--- config.mk ---
export PLATFORM = sky130hd
export DESIGN_NAME = fblik_queue
export DESIGN_NICKNAME = d
export VERILOG_FILES = /design/src/hdl/fblik_pkg.sv /design/src/hdl/fblik_queue.sv
export SDC_FILE = /design/constraint.sdc
export NUM_CORES = 1
export LEC_CHECK = 0
export BUFFER_PORTS_ARGS = -buffer_cell sky130_fd_sc_hd__buf_2
export CORE_MARGIN = 2
export CORE_UTILIZATION = 45
export CTS_BUF_LIST = sky130_fd_sc_hd__clkbuf_16
export CTS_CLUSTER_DIAMETER = 120
export DETAILED_ROUTE_END_ITERATION = 8
export PLACE_DENSITY = 0.79
export SYNTH_ARGS = -nofsm -noshare
export SYNTH_HDL_FRONTEND = slang
export SYNTH_SLANG_ARGS = --single-unit
--- constraint.sdc ---
create_clock -name clk_i -period 5.9 [get_ports clk_i]
set_input_delay 1.18 -clock clk_i [delete_from_list [all_inputs] [get_ports clk_i]]
set_output_delay 1.18 -clock clk_i [all_outputs]
set_load 0.02 [all_outputs]
--- src/hdl/fblik_pkg.sv ---
`default_nettype none
// ----------------------------------------------------------------------------
// fblik_pkg
// Shared types and constants of the five-bar leg inverse kinematics core.
// ----------------------------------------------------------------------------
package fblik_pkg;

  localparam int unsigned LEN_W  = 15;
  localparam int unsigned ANG_W  = 14;
  localparam int unsigned DUTY_W = 8;
  localparam int unsigned EXT_W  = 34;   // sign-extended coordinate
  localparam int unsigned MAG_W  = 32;   // coordinate magnitude
  localparam int unsigned ACC_W  = 98;   // wide product accumulators
  localparam int unsigned VEC_W  = 56;   // cordic vector
  localparam int unsigned TH_W   = 34;   // angle, q30 radians

  localparam logic [ANG_W-1:0] ANG_MAX = ANG_W'(11520);
  localparam longint HALF_PI_Q30 = 64'sd1686629713;
  localparam longint SCALE_MUL   = 2 * 4068 * 64;
  localparam longint SCALE_BIAS  = 71 * (64'sd1 <<< 29);
  // divide by 71 as multiply by ceil(2^29 / 71), exact for 23-bit numerators
  localparam int unsigned RECIP_SHIFT = 29;
  localparam logic [22:0] RECIP_71    = 23'd7561563;

  typedef enum logic [1:0] {
    REG_UPPER   = 2'd0,
    REG_LOWER   = 2'd1,
    REG_SPACING = 2'd2
  } cfg_reg_e;

  typedef struct packed {
    logic signed [EXT_W-1:0] x;
    logic [MAG_W-1:0]        y_mag;
    logic                    y_neg;
    logic [DUTY_W-1:0]       duty;
  } item_t;

  typedef enum logic [4:0] {
    ST_IDLE, ST_INIT, ST_MUL, ST_ACC, ST_CHECK, ST_CMP, ST_SQRT, ST_VEC,
    ST_NORM, ST_ROT, ST_CORD, ST_SCALE, ST_SCALE2, ST_DIV, ST_CLAMP,
    ST_SIDE, ST_OUT
  } solve_state_e;

  typedef enum logic [3:0] {
    OP_WW, OP_YY, OP_AA, OP_BB, OP_AW, OP_AY,
    OP_EHH, OP_EHL, OP_ELL, OP_FHH, OP_FHL, OP_FLL,
    OP_GHH, OP_GHL, OP_GLL
  } mul_op_e;

  typedef enum logic [2:0] {
    DST_POS, DST_NB, DST_EP, DST_FP, DST_P, DST_D
  } acc_dest_e;

  function automatic logic signed [TH_W-1:0] atan_step(input logic [4:0] idx);
    logic signed [TH_W-1:0] val;
    case (idx)
      5'd0:    val = TH_W'(843314857);
      5'd1:    val = TH_W'(497837829);
      5'd2:    val = TH_W'(263043837);
      5'd3:    val = TH_W'(133525159);
      5'd4:    val = TH_W'(67021687);
      5'd5:    val = TH_W'(33543516);
      5'd6:    val = TH_W'(16775851);
      5'd7:    val = TH_W'(8388437);
      5'd8:    val = TH_W'(4194283);
      5'd9:    val = TH_W'(2097149);
      5'd10:   val = TH_W'(1048576);
      default: val = TH_W'(1) << (5'd30 - idx);
    endcase
    return val;
  endfunction

endpackage
`default_nettype wire

--- src/hdl/fblik_queue.sv ---
`default_nettype none
// ----------------------------------------------------------------------------
// fblik_queue
// Two-entry queue of prepared items between front and solver.
// ----------------------------------------------------------------------------
module fblik_queue (
  input  logic             clk_i,
  input  logic             rst_ni,
  input  logic             wr_i,
  input  fblik_pkg::item_t item_i,
  output logic             full_o,
  input  logic             rd_i,
  output logic             valid_o,
  output fblik_pkg::item_t item_o
);
  import fblik_pkg::*;

  item_t      mem_q [2];
  logic       wr_ptr_q, rd_ptr_q;
  logic [1:0] cnt_q;

  assign full_o  = cnt_q[1];
  assign valid_o = (cnt_q != 2'd0);
  assign item_o  = mem_q[rd_ptr_q];

  always_ff @(posedge clk_i or negedge rst_ni) begin
    if (!rst_ni) begin
      wr_ptr_q <= 1'b0;
      rd_ptr_q <= 1'b0;
      cnt_q    <= 2'd0;
    end else begin
      if (wr_i) wr_ptr_q <= !wr_ptr_q;
      if (rd_i) rd_ptr_q <= !rd_ptr_q;
      if (wr_i && !rd_i) cnt_q <= cnt_q + 2'd1;
      else if (rd_i && !wr_i) cnt_q <= cnt_q - 2'd1;
    end
  end

  always_ff @(posedge clk_i) begin
    if (wr_i) mem_q[wr_ptr_q] <= item_i;
  end

endmodule
`default_nettype wire

==> results.md <==
- DRT iter0 DRCs: 130
- Hold Violations, Final: 0
- Synth cell types: 15
- GRT overflow: 0
- Post-CTS setup buffer count: 0
- Initial core utilization: 45.7%
- Syn_area_per_cell: 23.2 sq um
- Worst-skew pair later-pin latency: 0.42 ns
- Cell taking the most area after synthesis: edfxtp_1
- Port Buffer Count: 155
- Final TNS setup: 0 ns
- Die area: 13,700 sq um
- Setup Skew: 0.00811 ns
- Synth Register Bits: 154
- Vias/cell: 4.71
- H-tree depth: 4
- Die Y: 117 microns
- Worst r2r src: wr_ptr_q$_DFFE_PN0P_
- CP startpoint: rd_ptr_q$_DFFE_PN0P_
- Critical R2R Capture: mem_q[0][36]$_DFFE_PP_
- Cell row count: 41
- # hold bufs at CTS: 0
- DRT Pass-1 Iters: 4
- Synth area leaders: edfxtp_1 (78%), mux2_4 (10%), mux2_2 (6.9%), dfrtp_1 (1.7%), buf_6 (0.78%)
- M1 GR Usage: 14.8%
- Status: complete, no violations
- Synth warn: 0
- Most common cell in the netlist: edfxtp_1
- Area growth, synth to finish: 26.7%
- FFs w/ async S/R, synth: 2.60%
- Total clock sinks: 154
- LEAKAGE: 0.00287 uW
- Worst-margin pin slew: 1.02 ns
- CP Class: reg2out
- Final Cycle Share: 61.5%
- Slew Viols, Final: 0
- Power density over the cells: 513 nW/um^2
- Clk root buf: clkbuf_16
- R2r setup slk: 3.70 ns
- Share of the synthesized area in the top cell type: 78.3%
- Grt peak-use layer: met2
- CTS buffer count: 17
- Core Footprint: 12,600 sq um
- Hold Crit Class: reg2reg
- Critical Path End: item_o[73]
- Clk slew on worst S/H paths: 0.06 ns
- Synth cell count leaders: edfxtp_1 (150), mux2_4 (40), mux2_2 (35)
- Normalized max-slew margin: 31.7%
- Post-DP HPWL: 6.30 mm
- Post-Syn Area: 5750 sq um
- Dpl cells: 569
- # diodes: 0
- Die Span X: 117 microns
- EDFF count, synth: 150
- Worst vdd ir: 290 uV
- GPL Wtd Cong: 0.680
- Detail Route Antenna Nets: 0
- Syn_nets: 328
- Routed vias: 2,828
- Worst hold path depth: 1
- # DRC: 0
- Non-Filler Instances: 601
- Worst Path Required: 4.72 ns
- I/O Pins: 156
- TritonCTS clock tree: done
- Pin count of the biggest net entering global routing: 76
- Final Setup Violations: 0
- Proportion of layout cells with a drive suffix above 1: 61.5%
- Sequential-to-total area share from yosys stat: 80.1%
- Max Cap Violations: 0
- Global routing usage on met2: 24.9%
- Min cycle time layout: 3.63 ns
- Layout Nets: 496
- Cts repair resizes: 0
- FILL cells: 955
- GRT Util Overall: 14.3%
- Post-Syn Instances: 248
- Worst reg2reg path depth: 2
- Met3 GRT Util: 5.77%
- Synth Flop Type: edfxtp_1
- Worst path arrival time: 2.45 ns
- Routed len/inst: 16.1 microns
- Total Wirelength: 9.69 mm
- Fmax: 0.275 GHz
- Initial antenna violation count: 0
- CP Capture Type: output pin
- Crit path max fanout: 42
- Pre-CTS WS: 2.68 ns
- Clk buf depth: 2
- Setup ws final: 2.27 ns
- First-pass GRT wire length: 14.0 mm
- Vias in the first global route: 2,903
- RSZ-0062 raised after global routing: false
- Worst Setup Start Kind: register
==> worst min path at each step <==
stage	endpoint	startpoint
floorplan	wr_ptr_q$_DFFE_PN0P_	wr_ptr_q$_DFFE_PN0P_
global placement	cnt_q[1]$_DFFE_PN0P_	cnt_q[1]$_DFFE_PN0P_
detailed placement	cnt_q[1]$_DFFE_PN0P_	cnt_q[1]$_DFFE_PN0P_
CTS	cnt_q[1]$_DFFE_PN0P_	cnt_q[1]$_DFFE_PN0P_
global route	cnt_q[1]$_DFFE_PN0P_	cnt_q[1]$_DFFE_PN0P_
finish	cnt_q[1]$_DFFE_PN0P_	cnt_q[1]$_DFFE_PN0P_
==> cell usage in the layout, fill, tap and decap left out <==
cell / Yosys / routed
clkinv_2: 0 / 3
or2_2: 1 / 1
inv_1: 1 / 3
nor2b_4: 0 / 1
nor2_1: 1 / 1
edfxtp_1: 150 / 150
dfrtp_1: 4 / 3
xor2_1: 4 / 4
xnor2_1: 1 / 1
clkbuf_16: 0 / 17
clkinv_1: 0 / 2
clkinv_4: 0 / 2
clkinvlp_4: 0 / 3
mux2_4: 40 / 40
ha_1: 1 / 1
buf_4: 1 / 2
mux2_2: 35 / 35
and2_4: 0 / 1
bufinv_16: 0 / 3
buf_2: 3 / 155
dfrtp_4: 0 / 1
==> critical path, stage by stage, from the launching register on <==
cell,delay [ns]
dfrtp_4,0.76
buf_4,0.66
mux2_2,0.41
buf_2,0.16
==> cell type report <==
type / instances / area (sq um) / area share, %
inverter: 1 / 3.75 / 0.0515
timing repair buffer: 157 / 791 / 10.9
sequential: 154 / 4610 / 63.2
multi-input combinational: 85 / 1080 / 14.9
clock buffer: 17 / 425 / 5.84
tap: 172 / 215 / 2.95
clock inverter: 15 / 160 / 2.20
==> state kept, by name, indices dropped and copies added, names as in the netlist <==
signal    flops
cnt_q         2
mem_q       150
rd_ptr_q      1
wr_ptr_q      1
==> metrics by stage <==
step                power, uW  instance area, sq um  util [%]  hold slack (ns)
global placement         2700                  6700      53.3            0.469
global route             3910                  7290      58.0            0.501
finish                   3740                  7290      58.0            0.495
floorplan                2420                  5750         -            0.455
CTS                      3790                  7290      58.0            0.496
detailed placement       2720                  6700      53.3            0.486
==> cells by family after synthesis <==
group                      Yosys count  synth area share, %
buffers and inverters                9                 1.24
adders and majority gates            1                0.218
DFF                                154                 80.1
xor gates and xnor gates             5                0.762
muxes                               75                 17.3
and+or+nand+nor                      4                0.392
==> metal layers <==
layer	part of all wire (%)	wire length, microns
met5	0	0
met4	2.3	223
met3	6.6	638
met2	52	5020
met1	39	3800
==> where the power goes <==
part / internal, uW / total, uW / leakage (uW) / switching (uW)
Sequential: 1460 / 1560 / 0.00145 / 107
Clock: 656 / 1060 / 0.000286 / 402
Combinational: 491 / 1120 / 0.00113 / 625
Total: 2610 / 3740 / 0.00287 / 1130
No activity file was read; power rests on OpenSTA's default activity.
