### config.mk
export PLATFORM = sky130hd
export DESIGN_NAME = fblik_front
export DESIGN_NICKNAME = d
export VERILOG_FILES = /design/src/hdl/fblik_pkg.sv /design/src/hdl/fblik_front.sv
export SDC_FILE = /design/constraint.sdc
export NUM_CORES = 1
export LEC_CHECK = 0
export BUFFER_PORTS_ARGS = -buffer_cell sky130_fd_sc_hd__buf_4
export CAP_MARGIN = 5
export CELL_PAD_IN_SITES_DETAIL_PLACEMENT = 1
export CELL_PAD_IN_SITES_GLOBAL_PLACEMENT = 1
export CORE_MARGIN = 2
export CORE_UTILIZATION = 20
export DETAILED_ROUTE_END_ITERATION = 7
export GPL_ROUTABILITY_DRIVEN = 1
export PLACE_DENSITY_LB_ADDON = 0.1
export SLEW_MARGIN = 20
export SYNTH_ARGS = -nofsm -noshare
export SYNTH_HDL_FRONTEND = slang
export SYNTH_SLANG_ARGS = --single-unit
### constraint.sdc
create_clock -name vclk -period 3.8
set_clock_uncertainty 0.2 [all_clocks]
set_input_delay 0.19 -clock vclk [all_inputs]
set_output_delay 0.19 -clock vclk [all_outputs]
set_load 0.02 [all_outputs]
### src/hdl/fblik_pkg.sv
`default_nettype none
// ----------------------------------------------------------------------------
// fblik_pkg
// Shared types and constants of the five-bar leg inverse kinematics core.
// ----------------------------------------------------------------------------
package fblik_pkg;

  localparam int unsigned LEN_W  = 15;
  localparam int unsigned ANG_W  = 14;
  localparam int unsigned DUTY_W = 8;
  localparam int unsigned EXT_W  = 34;   // sign-extended coordinate
  localparam int unsigned MAG_W  = 32;   // coordinate magnitude
  localparam int unsigned ACC_W  = 98;   // wide product accumulators
  localparam int unsigned VEC_W  = 56;   // cordic vector
  localparam int unsigned TH_W   = 34;   // angle, q30 radians

  localparam logic [ANG_W-1:0] ANG_MAX = ANG_W'(11520);
  localparam longint HALF_PI_Q30 = 64'sd1686629713;
  localparam longint SCALE_MUL   = 2 * 4068 * 64;
  localparam longint SCALE_BIAS  = 71 * (64'sd1 <<< 29);
  // divide by 71 as multiply by ceil(2^29 / 71), exact for 23-bit numerators
  localparam int unsigned RECIP_SHIFT = 29;
  localparam logic [22:0] RECIP_71    = 23'd7561563;

  typedef enum logic [1:0] {
    REG_UPPER   = 2'd0,
    REG_LOWER   = 2'd1,
    REG_SPACING = 2'd2
  } cfg_reg_e;

  typedef struct packed {
    logic signed [EXT_W-1:0] x;
    logic [MAG_W-1:0]        y_mag;
    logic                    y_neg;
    logic [DUTY_W-1:0]       duty;
  } item_t;

  typedef enum logic [4:0] {
    ST_IDLE, ST_INIT, ST_MUL, ST_ACC, ST_CHECK, ST_CMP, ST_SQRT, ST_VEC,
    ST_NORM, ST_ROT, ST_CORD, ST_SCALE, ST_SCALE2, ST_DIV, ST_CLAMP,
    ST_SIDE, ST_OUT
  } solve_state_e;

  typedef enum logic [3:0] {
    OP_WW, OP_YY, OP_AA, OP_BB, OP_AW, OP_AY,
    OP_EHH, OP_EHL, OP_ELL, OP_FHH, OP_FHL, OP_FLL,
    OP_GHH, OP_GHL, OP_GLL
  } mul_op_e;

  typedef enum logic [2:0] {
    DST_POS, DST_NB, DST_EP, DST_FP, DST_P, DST_D
  } acc_dest_e;

  function automatic logic signed [TH_W-1:0] atan_step(input logic [4:0] idx);
    logic signed [TH_W-1:0] val;
    case (idx)
      5'd0:    val = TH_W'(843314857);
      5'd1:    val = TH_W'(497837829);
      5'd2:    val = TH_W'(263043837);
      5'd3:    val = TH_W'(133525159);
      5'd4:    val = TH_W'(67021687);
      5'd5:    val = TH_W'(33543516);
      5'd6:    val = TH_W'(16775851);
      5'd7:    val = TH_W'(8388437);
      5'd8:    val = TH_W'(4194283);
      5'd9:    val = TH_W'(2097149);
      5'd10:   val = TH_W'(1048576);
      default: val = TH_W'(1) << (5'd30 - idx);
    endcase
    return val;
  endfunction

endpackage
`default_nettype wire

### src/hdl/fblik_front.sv
`default_nettype none
// ----------------------------------------------------------------------------
// fblik_front
// Accepts targets and prepares them: sign extension and y magnitude.
// ----------------------------------------------------------------------------
module fblik_front #(
  parameter int unsigned CoordWidth = 16
) (
  input  logic                          push_i,
  input  logic signed [CoordWidth-1:0]  target_x_i,
  input  logic signed [CoordWidth-1:0]  target_y_i,
  input  logic [fblik_pkg::DUTY_W-1:0]  duty_in_i,
  input  logic                          q_full_i,
  output logic                          full_o,
  output logic                          wr_o,
  output fblik_pkg::item_t              item_o
);
  import fblik_pkg::*;

  logic signed [EXT_W-1:0] y_ext;
  logic [EXT_W-1:0]        y_abs;

  assign y_ext = EXT_W'(target_y_i);
  assign y_abs = y_ext[EXT_W-1] ? EXT_W'(-y_ext) : EXT_W'(y_ext);

  assign full_o       = q_full_i;
  assign wr_o         = push_i && !q_full_i;
  assign item_o.x     = EXT_W'(target_x_i);
  assign item_o.y_mag = y_abs[MAG_W-1:0];
  assign item_o.y_neg = y_ext[EXT_W-1];
  assign item_o.duty  = duty_in_i;

endmodule
`default_nettype wire

==> flow_results.xml, run 1 <==
<?xml version="1.0" encoding="UTF-8"?>
<metrics>
  <group name="status">
    <metric name="result_of_the_run" unit="">finished clean</metric>
  </group>
  <group name="timing">
    <metric name="report.final.hold_viol_count" unit="">0</metric>
    <metric name="max_freq" unit="MHz">495</metric>
    <metric name="finalCriticalPeriod" unit="ps">2020</metric>
    <metric name="layout_worst_path_cycle_share" unit="%">53.1</metric>
    <metric name="grt_setup_unrepaired" unit="">false</metric>
    <metric name="slew_viol_final" unit="">0</metric>
    <metric name="setup-violations-final" unit="">0</metric>
    <metric name="timing.setup.tns" unit="ps">0</metric>
  </group>
  <group name="placed_design">
    <metric name="hpwl" unit="um">1660</metric>
    <metric name="io_buffer_count" unit="">37</metric>
    <metric name="globalplace.congestion" unit="">0.654</metric>
    <metric name="post_dp_cell_area" unit="um2">766</metric>
  </group>
  <group name="routing">
    <metric name="detail_route.vias_per_cell" unit="">3.70</metric>
    <metric name="dr_wl_cell" unit="um">12.3</metric>
    <metric name="drtAntennaViolNets" unit="">0</metric>
    <metric name="drt-initial-drc-count" unit="">16</metric>
    <metric name="num_vias" unit="">552</metric>
    <metric name="detail_route.first_pass.iterations" unit="">2</metric>
    <metric name="drt_drc_violations_left" unit="">0</metric>
    <metric name="wirelength" unit="um">1840</metric>
  </group>
  <group name="finish">
    <metric name="area_growth" unit="%">-7.83</metric>
    <metric name="ff_latch_area" unit="um2">0</metric>
    <metric name="antennaDiodeCount" unit="">0</metric>
    <metric name="final_layout_size_suffix_gt1_share" unit="%">46.5</metric>
    <metric name="n_clock_buffer" unit="">0</metric>
    <metric name="layout.sequential_cells" unit="">0</metric>
    <metric name="layout.nets" unit="">144</metric>
    <metric name="multi_input_area" unit="um2">414</metric>
    <metric name="finish.instance_area" unit="um2">766</metric>
    <metric name="number_of_fillers_in_the_final_layout" unit="">493</metric>
  </group>
  <group name="critical_path">
    <metric name="timing.critical_path.arrival" unit="ps">1630</metric>
    <metric name="critical_path_required" unit="ps">3410</metric>
    <metric name="timing.critical_path.fanout_max" unit="">5</metric>
    <metric name="critical_path_class" unit="">primary input to output port</metric>
    <metric name="endpoint_kind" unit="">output port</metric>
    <metric name="crit_path_start_kind" unit="">primary input</metric>
  </group>
  <group name="floorplan">
    <metric name="initial_core_util" unit="%">20.8</metric>
    <metric name="core_region_area" unit="um2">4000</metric>
    <metric name="chipWidth" unit="um">68.5</metric>
    <metric name="die_height" unit="um">68.5</metric>
    <metric name="std_cell_rows" unit="">23</metric>
    <metric name="ioPinCount" unit="">119</metric>
    <metric name="die_area" unit="um2">4690</metric>
  </group>
  <group name="synthesis">
    <metric name="yosysWarnings" unit="">0</metric>
    <metric name="yosys-mux-area-fraction" unit="%">0</metric>
    <metric name="netlist_instances" unit="">109</metric>
    <metric name="post_synth_xor_area_fraction" unit="%">13.7</metric>
    <metric name="post_synth_and_or_nand_nor_area_fraction" unit="%">14.2</metric>
    <metric name="netlist_area" unit="um2">831</metric>
    <metric name="postSynthAreaPerCell" unit="um2">7.62</metric>
    <metric name="synth_compound_area_share" unit="%">13.3</metric>
    <metric name="synthAdderAreaFrac" unit="%">1.51</metric>
    <metric name="dominant_combinational_cell_family_by_area_after_synthesis" unit="">buffers and inverters</metric>
    <metric name="synth_cell_types" unit="">21</metric>
    <metric name="ys_seq_area_share" unit="%">0</metric>
  </group>
  <group name="grt">
    <metric name="antenna_violations_before_repair" unit="">0</metric>
    <metric name="grt_max_degree" unit="">20</metric>
    <metric name="grt_remaining_overflow" unit="">0</metric>
    <metric name="grt_first_pass_wirelength" unit="um">2710</metric>
    <metric name="global_route.usage.total" unit="%">7.24</metric>
    <metric name="via_count_of_the_first_global_routing_pass" unit="">571</metric>
  </group>
  <group name="run">
    <metric name="timing.max_cap.violations" unit="">0</metric>
  </group>
  <group name="worst_hold_path">
    <metric name="min_path_type" unit="">primary input to output port</metric>
  </group>
  <group name="power">
    <metric name="p_leak" unit="nW">0.338</metric>
    <metric name="power_density" unit="nW/um2">156</metric>
    <metric name="power.ir.vdd_worst" unit="V">0.0000252</metric>
  </group>
  <group name="clocking">
    <metric name="postCtsResizedCells" unit="">0</metric>
    <metric name="total_setup_buffers_inserted_after_cts" unit="">0</metric>
    <metric name="post_cts_hold_fix_bufs" unit="">0</metric>
  </group>
</metrics>
-- stage by stage --
step / setup slack (ps) / power, W / std cells / utilization (%) / hold slack, ps
2_1_floorplan: 2010 / 0.000145 / 124 / - / 258
3_3_place_gp: 1730 / 0.000122 / 149 / 19.1 / 180
3_5_place_dp: 1780 / 0.000121 / 149 / 19.1 / 180
4_1_cts: 1770 / 0.000121 / 149 / 19.1 / 180
5_1_grt: 1680 / 0.000130 / 149 / 19.1 / 180
6_report: 1780 / 0.000120 / 149 / 19.1 / 180
-- report_power, final --
part / switching, W / internal (W) / leakage, nW
Sequential: 0 / 0 / 0
Combinational: 0.0000692 / 0.0000504 / 0.338
Clock: 0 / 0 / 0
Total: 0.0000692 / 0.0000504 / 0.338
-- cells in the final DEF (no fill, tap or decap), types with 2 or more instances in the layout --
master   instances
buf_4           37
or4_1            2
or3_1            2
o21ai_0          6
xnor2_1         13
conb_1          16
inv_1            3
o31ai_1          3
or2_2            2
o41ai_2          3
or4_4            2
nor2_1           2
-- layout make-up --
| class | instances | area share, % |
|---|---|---|
| multi-input cells | 59 | 54.1 |
| well taps | 50 | 8.17 |
| inverters | 3 | 1.47 |
| repair buffers | 37 | 36.3 |
-- routing by layer --
layer / track usage [%] / wire length, um / vias up
li1: - / - / 265
met1: 7.71 / 602 / 253
met2: 13.9 / 984 / 32
met3: 1.81 / 247 / 2
met4: 1.75 / 4 / 0
met5: 0 / 0 / -
-- cells in the mapped netlist --
master	n	area share, %
buf_4	61	55
o41ai_2	3	5.9
ha_1	1	1.5
or2_2	2	1.5
nand2b_1	1	0.75
nand2_1	1	0.45
or4b_4	1	1.7
nor2b_1	1	0.75
conb_1	1	0.45
xnor2_1	13	14
or3_1	2	1.5
nor2_1	2	0.90
o41ai_1	1	1.1
or3_2	1	0.90
o21ai_0	6	3.6
or4_1	2	1.8
or4_4	2	2.7
and4b_1	1	1.2
clkbuf_1	1	0.45
o31ai_1	3	2.7
inv_1	3	1.4
-- worst max-delay path, stage by stage --
cell and delay (ps):
buf_4 120, inv_1 60, ha_1 160, or4b_4 510, o41ai_2 260, xnor2_1 170, buf_4 160
-- cells by family (layout without fill, tap and decap cells) --
kind of cell / after synthesis / after routing
compound gates: 13 / 13
simple gates: 16 / 16
xor+xnor: 13 / 13
fa+ha+maj: 1 / 1
buf+inv: 65 / 40
other cells: 1 / 16
-- worst paths after layout --
check     startpoint          to  slack, ps  cells past startpoint
max    target_y_i[1]  item_o[23]       1780                      7
min     duty_in_i[0]   item_o[0]        180                      0
Note: power is estimated with default switching activity, not from simulation.
==> run 2, diff against run 1 <==
CORE_UTILIZATION = 19   (was 20)
clock period = 1.9 ns   (was 3.8 ns; I/O delays follow)
==> run 2 against run 1 <==
  * Worst hold slack better by 20 ps
  * First-iteration DRC count is 63% lower
  * Combinational power grew to 3.1 times the previous value
  * Largest power group unchanged
  * Setup slack worse by 1700 ps
  * Count of clock-buffer cells in the layout unchanged
  * Cell count grew 19%
  * Design area rose by 43%
  * Non-clock buffer count up 26
  * Die area is 5.0% higher
==> flow_results.xml, run 2 (synthesis results as in run 1) <==
<?xml version="1.0" encoding="UTF-8"?>
<metrics>
  <group name="status">
    <metric name="result_of_the_run" unit="">finished clean</metric>
  </group>
  <group name="grt">
    <metric name="via_count_of_the_first_global_routing_pass" unit="">631</metric>
    <metric name="grt_first_pass_wirelength" unit="um">2970</metric>
    <metric name="antenna_violations_before_repair" unit="">0</metric>
    <metric name="global_route.usage.total" unit="%">7.02</metric>
    <metric name="grt_remaining_overflow" unit="">0</metric>
    <metric name="grt_max_degree" unit="">20</metric>
  </group>
  <group name="power">
    <metric name="power_frac_clock" unit="%">0</metric>
    <metric name="power.switching_fraction" unit="%">59.9</metric>
    <metric name="net_switching" unit="W">0.000220</metric>
    <metric name="p_int" unit="W">0.000147</metric>
    <metric name="p_leak" unit="nW">0.481</metric>
    <metric name="combinationalPowerShare" unit="%">100.0</metric>
    <metric name="power_density" unit="nW/um2">335</metric>
    <metric name="power.ir.vdd_worst" unit="V">0.0000868</metric>
    <metric name="part_of_the_power_in_registers" unit="%">0</metric>
  </group>
  <group name="critical_path">
    <metric name="timing.critical_path.fanout_max" unit="">5</metric>
    <metric name="crit_path_start_kind" unit="">primary input</metric>
    <metric name="cpLargestDelayFamily" unit="">simple AND/OR/NAND/NOR gates</metric>
    <metric name="critical_path_required" unit="ps">1600</metric>
    <metric name="critPathMaxStageDelay" unit="ps">520</metric>
    <metric name="path_cells" unit="">buf_6 &gt; inv_4 &gt; ha_4 &gt; or4b_4 &gt; o41ai_4 &gt; xnor2_1 &gt; buf_4</metric>
    <metric name="critical-path-slowest-cell" unit="">or4b_4</metric>
    <metric name="timing.critical_path.arrival" unit="ps">1520</metric>
    <metric name="endpoint_kind" unit="">output port</metric>
    <metric name="critical_path_class" unit="">primary input to output port</metric>
    <metric name="worst_path_buf_inv" unit="">3</metric>
  </group>
  <group name="timing">
    <metric name="grt_setup_unrepaired" unit="">false</metric>
    <metric name="report.final.hold_viol_count" unit="">0</metric>
    <metric name="max_freq" unit="MHz">550</metric>
    <metric name="setup-violations-final" unit="">0</metric>
    <metric name="slew_viol_final" unit="">0</metric>
    <metric name="whs" unit="ps">200</metric>
    <metric name="finalCriticalPeriod" unit="ps">1820</metric>
    <metric name="layout_worst_path_cycle_share" unit="%">95.6</metric>
  </group>
  <group name="placed_design">
    <metric name="hpwl" unit="um">1630</metric>
    <metric name="dp.cells" unit="">152</metric>
    <metric name="io_buffer_count" unit="">37</metric>
    <metric name="globalplace.congestion" unit="">0.661</metric>
  </group>
  <group name="routing">
    <metric name="detail_route.vias_per_cell" unit="">3.89</metric>
    <metric name="met2_wirelength" unit="um">991</metric>
    <metric name="drt_drc_violations_left" unit="">0</metric>
    <metric name="num_vias" unit="">688</metric>
    <metric name="detailroute.wirelength.met3" unit="um">221</metric>
    <metric name="dr_wl_cell" unit="um">11.7</metric>
    <metric name="wirelength" unit="um">2070</metric>
    <metric name="drt-initial-drc-count" unit="">6</metric>
    <metric name="detail_route.first_pass.iterations" unit="">4</metric>
    <metric name="drtAntennaViolNets" unit="">0</metric>
    <metric name="wl_met1" unit="um">856</metric>
    <metric name="topRoutingLayerUsed" unit="">met3</metric>
  </group>
  <group name="finish">
    <metric name="layout.sequential_cells" unit="">0</metric>
    <metric name="n_clock_buffer" unit="">0</metric>
    <metric name="area_growth" unit="%">31.6</metric>
    <metric name="final_cell_mix" unit="">buf_4, dlygate4sd3_1, conb_1</metric>
    <metric name="ff_latch_area" unit="um2">0</metric>
    <metric name="layout.cells.most_common" unit="">buf_4</metric>
    <metric name="finished_layout_cells" unit="">177</metric>
    <metric name="layout.nets" unit="">170</metric>
    <metric name="antennaDiodeCount" unit="">0</metric>
    <metric name="final_layout_size_suffix_gt1_share" unit="%">42.4</metric>
  </group>
  <group name="floorplan">
    <metric name="ioPinCount" unit="">119</metric>
    <metric name="core_region_area" unit="um2">4290</metric>
    <metric name="die_height" unit="um">70.1</metric>
    <metric name="std_cell_rows" unit="">24</metric>
    <metric name="die_area" unit="um2">4920</metric>
    <metric name="chipWidth" unit="um">70.1</metric>
    <metric name="initial_core_util" unit="%">19.3</metric>
  </group>
  <group name="worst_hold_path">
    <metric name="min_path_type" unit="">primary input to output port</metric>
  </group>
  <group name="run">
    <metric name="timing.max_cap.violations" unit="">0</metric>
  </group>
</metrics>
run 2: cell types whose count changed in the layout (fill, tap and decap cells not counted):
cell,before,now
inv_1,3,1
o31ai_2,0,1
ha_1,1,0
buf_6,0,2
buf_16,0,1
o21ai_0,6,5
o21ai_1,0,1
inv_4,0,2
o41ai_2,3,1
o31ai_1,3,2
dlygate4sd3_1,0,23
ha_4,0,1
o41ai_4,0,2
run 2: power groups by stage:
stage	Combinational, W	Clock, W	Sequential, W
2_1_floorplan	0.000290	0	0
3_3_place_gp	0.000246	0	0
3_5_place_dp	0.000245	0	0
4_1_cts	0.000359	0	0
5_1_grt	0.000389	0	0
6_report	0.000367	0	0
run 2: layer usage:
metal / GRT usage [%] / up-vias
li1: - / 319
met1: 9.98 / 305
met2: 12.2 / 64
met3: 0.722 / 0
met4: 0 / 0
met5: 0 / -
run 2: through the flow:
step	worst slack, ps	TNS, ps	utilization (%)	cell area (um2)	total power, W
finish	82.9	0	25.5	1090	0.000367
global route	10.6	0	25.5	1090	0.000389
CTS	5.08	0	24.2	1040	0.000359
global placement	21.4	0	18.1	776	0.000246
floorplan	302	0	-	887	0.000290
detailed placement	-0.731	-0.731	18.1	776	0.000245
run 2: area by class of cell:
type,instances,area (um2)
Fill cell,513,3200
Timing Repair Buffer,63,558
Multi-Input combinational cell,59,454
Tap cell,52,65.1
Inverter,3,16.3
run 2: final timing paths:
kind | endpoint | cells past startpoint | slack [ps] | start
min | full_o | 2 | 200 | q_full_i
max | item_o[23] | 7 | 80 | target_y_i[1]
run 2: what timing repair did:
action,in CTS,in global routing
setup buffers,0,1
hold buffers,24,0
resized for setup,1,11
hold endpoints to repair,42,0
pin swaps,0,3
setup endpoints to repair,1,3
